===== src/rtl/core/dhsc_pkg.sv =====
// Shared types, constants and the header CRC helper for the disk header seek controller.
// Used by every module under rtl/core; depends on nothing else.
package dhsc_pkg;

    localparam int TRACK_COUNT_DEF = 512;

    localparam int APB_ADDR_W = 3;
    localparam int APB_DATA_W = 32;

    localparam int S_TDATA_W = 64;
    localparam int M_TDATA_W = 24;

    // Register indexes, decoded from paddr[2]
    localparam logic REG_IDX_BAD_LIMIT   = 1'b0;
    localparam logic REG_IDX_RETRY_LIMIT = 1'b1;

    localparam logic [5:0] BAD_LIMIT_RST   = 6'd40;
    localparam logic [4:0] RETRY_LIMIT_RST = 5'd15;

    localparam logic [15:0] SEEK_CMD_BASE   = 16'b0010000000000000;
    localparam logic [15:0] CRC_POLY        = 16'hA001;
    localparam logic [8:0]  NUDGE_CYL_LIMIT = 9'd255;
    localparam logic [4:0]  SEEKS_FULL      = 5'b11111;

    typedef enum logic [1:0] {
        KIND_NONE    = 2'd0,
        KIND_SEEK    = 2'd1,
        KIND_ARRIVED = 2'd2,
        KIND_ERROR   = 2'd3
    } kind_t;

    typedef enum logic [1:0] {
        ERR_INVALID_REQ = 2'd0,
        ERR_BAD_CRC     = 2'd1,
        ERR_SEEK_FAIL   = 2'd2
    } err_t;

    typedef enum logic {
        OP_REQUEST = 1'b0,
        OP_HEADER  = 1'b1
    } op_t;

    typedef struct packed {
        logic [5:0] bad_header_limit;
        logic [4:0] seek_retry_limit;
    } cfg_t;

    typedef struct packed {
        op_t         op;
        logic [1:0]  head;
        logic [9:0]  track;
        logic [15:0] header_word;
        logic [15:0] reserved_word;
        logic [15:0] crc_word;
    } item_t;

    typedef struct packed {
        kind_t       kind;
        logic [15:0] command_word;
        logic [5:0]  sector;
        err_t        error_code;
    } result_t;

    // CRC-16/ARC (init 0) contribution of one message bit; the message is
    // {reserved_word, header_word}, shifted in from bit 0. Constant-folded per bit.
    function automatic logic [15:0] crc_column(input int idx);
        logic [15:0] crc;
        logic        fb;
        crc = '0;
        for (int b = 0; b < 32; b++) begin
            fb  = crc[0] ^ (b == idx);
            crc = {1'b0, crc[15:1]};
            if (fb) begin
                crc = crc ^ CRC_POLY;
            end
        end
        return crc;
    endfunction

endpackage


===== src/rtl/core/disk_header_seek_controller.sv =====
// An accepted transfer passes through the input register, then the result register on m_*,
// with the CRC check and seek decision in between.
// Throughput: one transfer per cycle unless m_tready stalls; a taken result frees its register.
// Reset: aresetn is synchronous, active low; it ends any request, clears the remembered
// position and counters, and sets the bad header limit to 40 and the seek retry limit to 15.
module disk_header_seek_controller
    import dhsc_pkg::*;
#(
    parameter int TRACK_COUNT = TRACK_COUNT_DEF
) (
    input  logic                  aclk,
    input  logic                  aresetn,
    // APB configuration
    input  logic                  psel,
    input  logic                  penable,
    input  logic                  pwrite,
    input  logic [APB_ADDR_W-1:0] paddr,
    input  logic [APB_DATA_W-1:0] pwdata,
    output logic [APB_DATA_W-1:0] prdata,
    output logic                  pready,
    // Input stream
    input  logic                  s_tvalid,
    output logic                  s_tready,
    // head[1:0], track[11:2], header_word[27:12], reserved_word[43:28], crc_word[59:44], zero pad
    input  logic [S_TDATA_W-1:0]  s_tdata,
    // op[0]
    input  logic                  s_tuser,
    // Result stream
    output logic                  m_tvalid,
    input  logic                  m_tready,
    // command_word[15:0], sector[21:16], error_code[23:22]
    output logic [M_TDATA_W-1:0]  m_tdata,
    // kind[1:0]
    output logic [1:0]            m_tuser
);

    cfg_t    cfg;
    item_t   in_item;
    item_t   in_item_reg;
    logic    in_valid_reg, in_valid_next;
    result_t res;
    result_t out_res_reg;
    logic    out_valid_reg, out_valid_next;
    logic    advance;
    logic    crc_ok;

    dhsc_cfg u_cfg (
        .aclk    (aclk),
        .aresetn (aresetn),
        .psel    (psel),
        .penable (penable),
        .pwrite  (pwrite),
        .paddr   (paddr),
        .pwdata  (pwdata),
        .prdata  (prdata),
        .pready  (pready),
        .cfg     (cfg)
    );

    assign in_item.op            = op_t'(s_tuser);
    assign in_item.head          = s_tdata[1:0];
    assign in_item.track         = s_tdata[11:2];
    assign in_item.header_word   = s_tdata[27:12];
    assign in_item.reserved_word = s_tdata[43:28];
    assign in_item.crc_word      = s_tdata[59:44];

    // Move the held item into the result register whenever that slot is free or draining
    assign advance  = in_valid_reg && (!out_valid_reg || m_tready);
    assign s_tready = !in_valid_reg || advance;

    assign in_valid_next  = s_tready ? s_tvalid : in_valid_reg;
    assign out_valid_next = advance ? 1'b1 : (out_valid_reg && !m_tready);

    dhsc_crc u_crc (
        .header_word   (in_item_reg.header_word),
        .reserved_word (in_item_reg.reserved_word),
        .crc_word      (in_item_reg.crc_word),
        .crc_ok        (crc_ok)
    );

    dhsc_core #(
        .TRACK_COUNT (TRACK_COUNT)
    ) u_core (
        .aclk    (aclk),
        .aresetn (aresetn),
        .step    (advance),
        .item    (in_item_reg),
        .crc_ok  (crc_ok),
        .cfg     (cfg),
        .res     (res)
    );

    always_ff @(posedge aclk) begin
        if (!aresetn) begin
            in_valid_reg  <= 1'b0;
            out_valid_reg <= 1'b0;
        end else begin
            in_valid_reg  <= in_valid_next;
            out_valid_reg <= out_valid_next;
        end
    end

    always_ff @(posedge aclk) begin
        if (s_tready) begin
            in_item_reg <= in_item;
        end
        if (advance) begin
            out_res_reg <= res;
        end
    end

    assign m_tvalid = out_valid_reg;
    assign m_tdata  = {2'(out_res_reg.error_code), out_res_reg.sector,
                       out_res_reg.command_word};
    assign m_tuser  = 2'(out_res_reg.kind);

endmodule


===== src/rtl/core/dhsc_cfg.sv =====
// APB register file for the two retry limits of the seek controller.
// Depends on dhsc_pkg.
module dhsc_cfg
    import dhsc_pkg::*;
(
    input  logic                  aclk,
    input  logic                  aresetn,
    input  logic                  psel,
    input  logic                  penable,
    input  logic                  pwrite,
    input  logic [APB_ADDR_W-1:0] paddr,
    input  logic [APB_DATA_W-1:0] pwdata,
    output logic [APB_DATA_W-1:0] prdata,
    output logic                  pready,
    output cfg_t                  cfg
);

    cfg_t cfg_reg;
    cfg_t cfg_next;
    logic wr_en;

    assign pready = 1'b1;
    assign wr_en  = psel && penable && pwrite && pready;
    assign cfg    = cfg_reg;

    always_comb begin
        cfg_next = cfg_reg;
        if (wr_en) begin
            unique case (paddr[2])
                REG_IDX_BAD_LIMIT: begin
                    cfg_next.bad_header_limit = pwdata[5:0];
                end
                REG_IDX_RETRY_LIMIT: begin
                    cfg_next.seek_retry_limit = pwdata[4:0];
                end
                default: begin
                    cfg_next = cfg_reg;
                end
            endcase
        end
    end

    always_comb begin
        unique case (paddr[2])
            REG_IDX_BAD_LIMIT: begin
                prdata = {{(APB_DATA_W-6){1'b0}}, cfg_reg.bad_header_limit};
            end
            REG_IDX_RETRY_LIMIT: begin
                prdata = {{(APB_DATA_W-5){1'b0}}, cfg_reg.seek_retry_limit};
            end
            default: begin
                prdata = '0;
            end
        endcase
    end

    always_ff @(posedge aclk) begin
        if (!aresetn) begin
            cfg_reg.bad_header_limit <= BAD_LIMIT_RST;
            cfg_reg.seek_retry_limit <= RETRY_LIMIT_RST;
        end else begin
            cfg_reg <= cfg_next;
        end
    end

endmodule


===== src/rtl/core/dhsc_crc.sv =====
// Header CRC check: CRC-16/ARC over header word then reserved word, low byte first.
// Depends on dhsc_pkg (crc_column).
module dhsc_crc
    import dhsc_pkg::*;
(
    input  logic [15:0] header_word,
    input  logic [15:0] reserved_word,
    input  logic [15:0] crc_word,
    output logic        crc_ok
);

    logic [31:0] msg;
    logic [15:0] crc;

    assign msg = {reserved_word, header_word};

    // CRC with zero init is linear: XOR the column of every set message bit
    always_comb begin
        crc = '0;
        for (int i = 0; i < 32; i++) begin
            if (msg[i]) begin
                crc = crc ^ crc_column(i);
            end
        end
    end

    assign crc_ok = (crc == crc_word);

endmodule


===== src/rtl/core/dhsc_core.sv =====
// Request state and per-header decision logic: range check, CRC budget, arrival, seek command.
// Depends on dhsc_pkg; fed by dhsc_crc and dhsc_cfg.
module dhsc_core
    import dhsc_pkg::*;
#(
    parameter int TRACK_COUNT = TRACK_COUNT_DEF
) (
    input  logic    aclk,
    input  logic    aresetn,
    input  logic    step,
    input  item_t   item,
    input  logic    crc_ok,
    input  cfg_t    cfg,
    output result_t res
);

    localparam logic [9:0] TrackLimit = 10'(TRACK_COUNT);

    logic       busy_reg,         busy_next;
    logic       goal_head_reg,    goal_head_next;
    logic [8:0] goal_track_reg,   goal_track_next;
    logic       skip_compare_reg, skip_compare_next;
    logic       known_head_reg,   known_head_next;
    logic [8:0] known_track_reg,  known_track_next;
    logic [4:0] seeks_issued_reg, seeks_issued_next;
    logic [5:0] bad_headers_reg,  bad_headers_next;
    logic [8:0] seen_cyl_reg,     seen_cyl_next;
    logic       seen_head_reg,    seen_head_next;
    logic       seen_valid_reg,   seen_valid_next;

    logic [8:0]  cyl;
    logic        hh;
    logic [5:0]  sec;
    logic        stuck;
    logic        inward;
    logic [8:0]  seek_dist;
    logic [15:0] cmd_base;
    logic [15:0] cmd;
    logic [6:0]  bad_inc;
    logic        req_invalid;
    logic        seek_fail;

    assign sec       = item.header_word[5:0];
    assign hh        = item.header_word[6];
    assign cyl       = item.header_word[15:7];
    assign stuck     = seen_valid_reg && (seen_cyl_reg == cyl) && (seen_head_reg == hh);
    assign inward    = goal_track_reg > cyl;
    assign seek_dist = inward ? (goal_track_reg - cyl) : (cyl - goal_track_reg);

    assign cmd_base = SEEK_CMD_BASE | {6'd0, inward, seek_dist}
                    | {5'd0, goal_head_reg, 10'd0};

    // Nudge a drive that has not moved since the last good header, when the low two bits of the seek count are set
    always_comb begin
        cmd = cmd_base;
        if ((seeks_issued_reg[1:0] == 2'b11) && stuck) begin
            if (cyl < NUDGE_CYL_LIMIT) begin
                cmd = cmd_base + 16'd1;
            end else begin
                cmd = cmd_base - 16'd1;
            end
        end
    end

    assign bad_inc     = {1'b0, bad_headers_reg} + 7'd1;
    assign req_invalid = item.head[1] || (item.track >= TrackLimit);
    assign seek_fail   = (seeks_issued_reg > cfg.seek_retry_limit)
                      || (seeks_issued_reg == SEEKS_FULL);

    always_comb begin
        busy_next         = busy_reg;
        goal_head_next    = goal_head_reg;
        goal_track_next   = goal_track_reg;
        skip_compare_next = skip_compare_reg;
        known_head_next   = known_head_reg;
        known_track_next  = known_track_reg;
        seeks_issued_next = seeks_issued_reg;
        bad_headers_next  = bad_headers_reg;
        seen_cyl_next     = seen_cyl_reg;
        seen_head_next    = seen_head_reg;
        seen_valid_next   = seen_valid_reg;
        res.kind          = KIND_NONE;
        res.command_word  = '0;
        res.sector        = '0;
        res.error_code    = ERR_INVALID_REQ;

        if (step) begin
            if (item.op == OP_REQUEST) begin
                if (req_invalid) begin
                    busy_next = 1'b0;
                    res.kind  = KIND_ERROR;
                end else begin
                    busy_next         = 1'b1;
                    goal_head_next    = item.head[0];
                    goal_track_next   = item.track[8:0];
                    skip_compare_next = (known_head_reg == item.head[0])
                                     && (known_track_reg == item.track[8:0]);
                    seeks_issued_next = '0;
                    bad_headers_next  = '0;
                    seen_valid_next   = 1'b0;
                    seen_cyl_next     = '0;
                    seen_head_next    = 1'b0;
                end
            end else if (busy_reg) begin
                priority if (!crc_ok) begin
                    if (bad_inc > {1'b0, cfg.bad_header_limit}) begin
                        busy_next      = 1'b0;
                        res.kind       = KIND_ERROR;
                        res.error_code = ERR_BAD_CRC;
                    end else begin
                        bad_headers_next = bad_inc[5:0];
                    end
                end else if (skip_compare_reg) begin
                    busy_next  = 1'b0;
                    res.kind   = KIND_ARRIVED;
                    res.sector = sec;
                end else begin
                    seen_cyl_next   = cyl;
                    seen_head_next  = hh;
                    seen_valid_next = 1'b1;
                    priority if ((cyl == goal_track_reg) && (hh == goal_head_reg)) begin
                        known_head_next  = goal_head_reg;
                        known_track_next = goal_track_reg;
                        busy_next        = 1'b0;
                        res.kind         = KIND_ARRIVED;
                        res.sector       = sec;
                    end else if (seek_fail) begin
                        busy_next      = 1'b0;
                        res.kind       = KIND_ERROR;
                        res.error_code = ERR_SEEK_FAIL;
                    end else begin
                        seeks_issued_next = seeks_issued_reg + 5'd1;
                        res.kind          = KIND_SEEK;
                        res.command_word  = cmd;
                    end
                end
            end
        end
    end

    always_ff @(posedge aclk) begin
        if (!aresetn) begin
            busy_reg         <= 1'b0;
            goal_head_reg    <= 1'b0;
            goal_track_reg   <= '0;
            skip_compare_reg <= 1'b0;
            known_head_reg   <= 1'b0;
            known_track_reg  <= '0;
            seeks_issued_reg <= '0;
            bad_headers_reg  <= '0;
            seen_cyl_reg     <= '0;
            seen_head_reg    <= 1'b0;
            seen_valid_reg   <= 1'b0;
        end else begin
            busy_reg         <= busy_next;
            goal_head_reg    <= goal_head_next;
            goal_track_reg   <= goal_track_next;
            skip_compare_reg <= skip_compare_next;
            known_head_reg   <= known_head_next;
            known_track_reg  <= known_track_next;
            seeks_issued_reg <= seeks_issued_next;
            bad_headers_reg  <= bad_headers_next;
            seen_cyl_reg     <= seen_cyl_next;
            seen_head_reg    <= seen_head_next;
            seen_valid_reg   <= seen_valid_next;
        end
    end

`ifndef SYNTHESIS
    a_error_ends_request: assert property (@(posedge aclk) disable iff (!aresetn)
        (step && (res.kind == KIND_ERROR)) |=> !busy_reg)
        else $error("request still active after an error result");

    a_seek_counts: assert property (@(posedge aclk) disable iff (!aresetn)
        (step && (res.kind == KIND_SEEK)) |=>
        (seeks_issued_reg == $past(seeks_issued_reg) + 5'd1))
        else $error("seek command issued without counting it");

    a_arrival_known: assert property (@(posedge aclk) disable iff (!aresetn)
        (step && (res.kind == KIND_ARRIVED)) |=>
        ((known_head_reg == goal_head_reg) && (known_track_reg == goal_track_reg)))
        else $error("arrival does not leave the position known");

    a_idle_header_quiet: assert property (@(posedge aclk) disable iff (!aresetn)
        (step && (item.op == OP_HEADER) && !busy_reg) |=>
        (!busy_reg && $stable(seeks_issued_reg) && $stable(bad_headers_reg)))
        else $error("header while idle changed request state");
`endif

endmodule


===== config.mk =====
export PLATFORM = sky130hd
export DESIGN_NAME = disk_header_seek_controller
export DESIGN_NICKNAME = d
export VERILOG_FILES = /design/src/rtl/core/dhsc_pkg.sv /design/src/rtl/core/disk_header_seek_controller.sv /design/src/rtl/core/dhsc_cfg.sv /design/src/rtl/core/dhsc_crc.sv /design/src/rtl/core/dhsc_core.sv
export SDC_FILE = /design/constraint.sdc
export NUM_CORES = 1
export LEC_CHECK = 0
export ABC_AREA = 1
export CAP_MARGIN = 15
export CORE_ASPECT_RATIO = 0.6
export CORE_MARGIN = 4
export CORE_UTILIZATION = 50
export CTS_CLUSTER_DIAMETER = 40
export DETAILED_ROUTE_END_ITERATION = 8
export DONT_BUFFER_PORTS = 1
export MAX_ROUTING_LAYER = met4
export PLACE_DENSITY = 0.74
export SETUP_SLACK_MARGIN = 0.15
export SLEW_MARGIN = 5
export SYNTH_ARGS = -nofsm -noshare
export SYNTH_HDL_FRONTEND = slang
export SYNTH_SLANG_ARGS = --single-unit

===== constraint.sdc =====
create_clock -name aclk -period 5.5 [get_ports aclk]
set_input_delay 1.1 -clock aclk [delete_from_list [all_inputs] [get_ports aclk]]
set_output_delay 1.1 -clock aclk [all_outputs]
set_load 0.02 [all_outputs]

==> metrics.txt <==
run status=finished clean; max cap viols=0; initial standard-cell utilization of the core=roughly half; standard-cell row count=38; violation count after the first detailed-route iteration=~840; CTS resizes=0; number of enable flip-flop cells after synthesis=85; total congestion overflow after global routing=0; die boundary width=roughly 180 µm; global-route wire length before repair=38,850 µm; net switching fraction of the power=between 30% and 40%; largest driver fanout on the critical path=12; floorplan die area=between 20,000 and 25,000 µm²; clock tree from TritonCTS=built; Final Setup Violations=0; net count of the finished layout=approximately 1,400; worst clock skew=0.01572 ns; average via count per standard cell=around 5.3; Post-Synthesis Mean Instance Area=approximately 7.4 µm²; Cells after Synth=1,267; post-synthesis register bit count=approximately 140; power density normalized to cell area=285.9 nW/µm²; antenna violations before repair=0; setup TNS=0 ns; Die H=between 100 and 150 µm; routed wirelength normalized by instance count=about 16 µm; proportion of power drawn by flip-flops and latches=between 40% and 50%; data required time of the worst path=roughly 5.7 ns; leading cell types by count after synthesis=sky130_fd_sc_hd__nand2_1 (400), sky130_fd_sc_hd__inv_1 (130), sky130_fd_sc_hd__nor2_1 (113), sky130_fd_sc_hd__edfxtp_1 (85), sky130_fd_sc_hd__a21oi_1 (66); number of detailed-route iterations in the first pass=5; cell taking the most area after synthesis=sky130_fd_sc_hd__edfxtp_1; LEAKAGE=4.729 nW; Max transition margin=45.32%; startpoint kind of the worst setup timing path=flip-flop; period utilization=68.04%; VDD IR-drop max=between 0.0002 and 0.00025 V; clock tree root driver cell=sky130_fd_sc_hd__clkbuf_16; area of the mapped netlist=9348 µm²; # hold bufs at CTS=0; largest net degree at the start of global routing=63; area share of the leading cell type in the synthesized netlist=around 27%; total number of vias=8,064; most instantiated flip-flop cell in the synthesis netlist=sky130_fd_sc_hd__edfxtp_1; Synthesis Warnings=0; clock slew at reported path FFs=~0.06 ns; unrepaired setup endpoints after global routing=false; # fillers=about 1,700; cell internal pwr=about 0.0020 W; maximum operating frequency=267.2 MHz; residual DRC count=0; ANT cells=0; Max H-tree Level=4; most instantiated library cell after synthesis=sky130_fd_sc_hd__nand2_1; number of pins with negative max-slew slack in the final report=0; fraction of final layout cells sized beyond drive strength 1=8.268%; total power=around 0.0029 W; GRT Resource Usage Total=about a quarter; CTS Sinks=142; wire length reported by the detailed router=24,740 µm; share of total power in the clock network=approximately 41%; clock buffer count from CTS=17; net switching power=0.0008729 W; P&R area growth vs syn=6.733%; placer congestion estimate=slightly below 1; hold crit path type=reg -> reg; worst slew pin tran=slightly above 0.8 ns; number of global-route vias before repair=7,225; Post-DP HPWL=around 19,000 µm; core footprint=18,210 µm²; async set or reset register ratio after synthesis=0%; share of the yosys chip area belonging to registers=about two fifths; count of cell types in the netlist=slightly above 50; WS Path Type=reg -> reg; number of primary I/O pins=approximately 170; Post-Route Hold Slack=approximately 0.47 ns; final hold vios=0; number of nets with antenna violations after routing=0; clock latency of the later-clocked register in the worst-skew pair=~0.44 ns; Port Buffer Count=0; clk buf depth=2; # Post-CTS Setup Buffers=0; flip-flop count of the largest register, all copies and words added=61; clock period minus worst slack=about 3.7 ns; crit path DAT=3.93 ns; type of element capturing the critical path=flip-flop; power share of the combinational group=between 10% and 20%; most area-consuming cells after synthesis=sky130_fd_sc_hd__edfxtp_1 (27%), sky130_fd_sc_hd__nand2_1 (16%), sky130_fd_sc_hd__dfxtp_1 (12%), sky130_fd_sc_hd__inv_1 (5.2%), sky130_fd_sc_hd__nor2_1 (4.5%)
[per-layer routing]
layer | routed length, µm | vias up | GRT usage (%)
met3 | 2575 | 20 | 6.724
met4 | 222 | 0 | 5.219
met5 | 0 | - | -
met2 | 9265 | 362 | 30.43
li1 | - | 4013 | -
met1 | 12670 | 3669 | 38.79
[worst paths after layout]
kind                                           from                                 to  slack [ns]  cells after the start
setup / recovery          in_item_reg[42]$_DFFE_PP_           m_tdata[5]$_SDFFCE_PP0P_        1.76                     18
hold / removal    u_core.seen_head_reg$_SDFFE_PN0P_  u_core.seen_head_reg$_SDFFE_PN0P_        0.47                      2
setup reg to reg          in_item_reg[42]$_DFFE_PP_           m_tdata[5]$_SDFFCE_PP0P_        1.76                     18
hold reg to reg   u_core.seen_head_reg$_SDFFE_PN0P_  u_core.seen_head_reg$_SDFFE_PN0P_        0.47                      2
[power groups by stage]
stage          clock network (W)  logic [W]  registers [W]
2_1_floorplan                  0   0.000391        0.00122
3_3_place_gp                   0   0.000443        0.00125
3_5_place_dp                   0   0.000453        0.00125
4_1_cts                  0.00118   0.000456        0.00123
5_1_grt                  0.00123   0.000524        0.00123
6_report                 0.00116   0.000465        0.00123
[through the flow]
| stage | utilization, % | cells | instance area (µm²) | setup slack, ns |
|---|---|---|---|---|
| after floorplan | - | 1294 | 9449 | 1.713 |
| after global placement | 51.57 | 1478 | 9392 | 1.635 |
| after detailed placement | 51.57 | 1478 | 9392 | 1.587 |
| after CTS | 54.79 | 1510 | 9977 | 1.839 |
| after global routing | 54.79 | 1510 | 9977 | 1.437 |
| final | 54.79 | 1510 | 9977 | 1.758 |
[critical path, cell delays in order (launching register included)]
cell and delay, ns:
sky130_fd_sc_hd__edfxtp_1 0.56, sky130_fd_sc_hd__inv_2 0.15, sky130_fd_sc_hd__ha_1 0.56, sky130_fd_sc_hd__nand2_2 0.14
sky130_fd_sc_hd__nor2_1 0.24, sky130_fd_sc_hd__nand3_1 0.12, sky130_fd_sc_hd__nand4_1 0.11, sky130_fd_sc_hd__nand2_2 0.19
sky130_fd_sc_hd__inv_2 0.26, sky130_fd_sc_hd__nand2_1 0.10, sky130_fd_sc_hd__nand2_1 0.15, sky130_fd_sc_hd__nand2_1 0.14
sky130_fd_sc_hd__nor2_1 0.11, sky130_fd_sc_hd__nand2_1 0.08, sky130_fd_sc_hd__nand2_1 0.06, sky130_fd_sc_hd__nand2_1 0.08
sky130_fd_sc_hd__or2_1 0.26, sky130_fd_sc_hd__o21ai_1 0.12, sky130_fd_sc_hd__nor2_1 0.05
[kinds of logic after synthesis]
group,Yosys count,share of synthesized area (%)
compound gates,133,7.697
xor+xnor,50,4.685
fa+ha+maj,35,4.845
buf+inv,216,10.67
flops,142,39.51
other cells,2,0.08034
simple gates,689,32.51
[cell type report]
class	instances	area, µm²	area share [%]
sequential	142	3694	37.02
clock buffer	19	464.2	4.653
timing repair buffer	5	37.54	0.3762
multi-input combinational	936	4771	47.82
tap	240	300.3	3.010
inverter	155	589.3	5.907
clock inverter	13	121.4	1.216
[placed cells by master (no fill, tap or decap), drive strengths merged, types with 20 or more instances in the layout]
cell,n
a21oi,67
conb,29
dfxtp,57
edfxtp,85
ha,33
inv,158
nand2,419
nand3,66
nand3b,20
nand4,28
nor2,117
nor3,20
o21ai,51
xor2,36
Note: power is estimated with default switching activity, not from simulation.
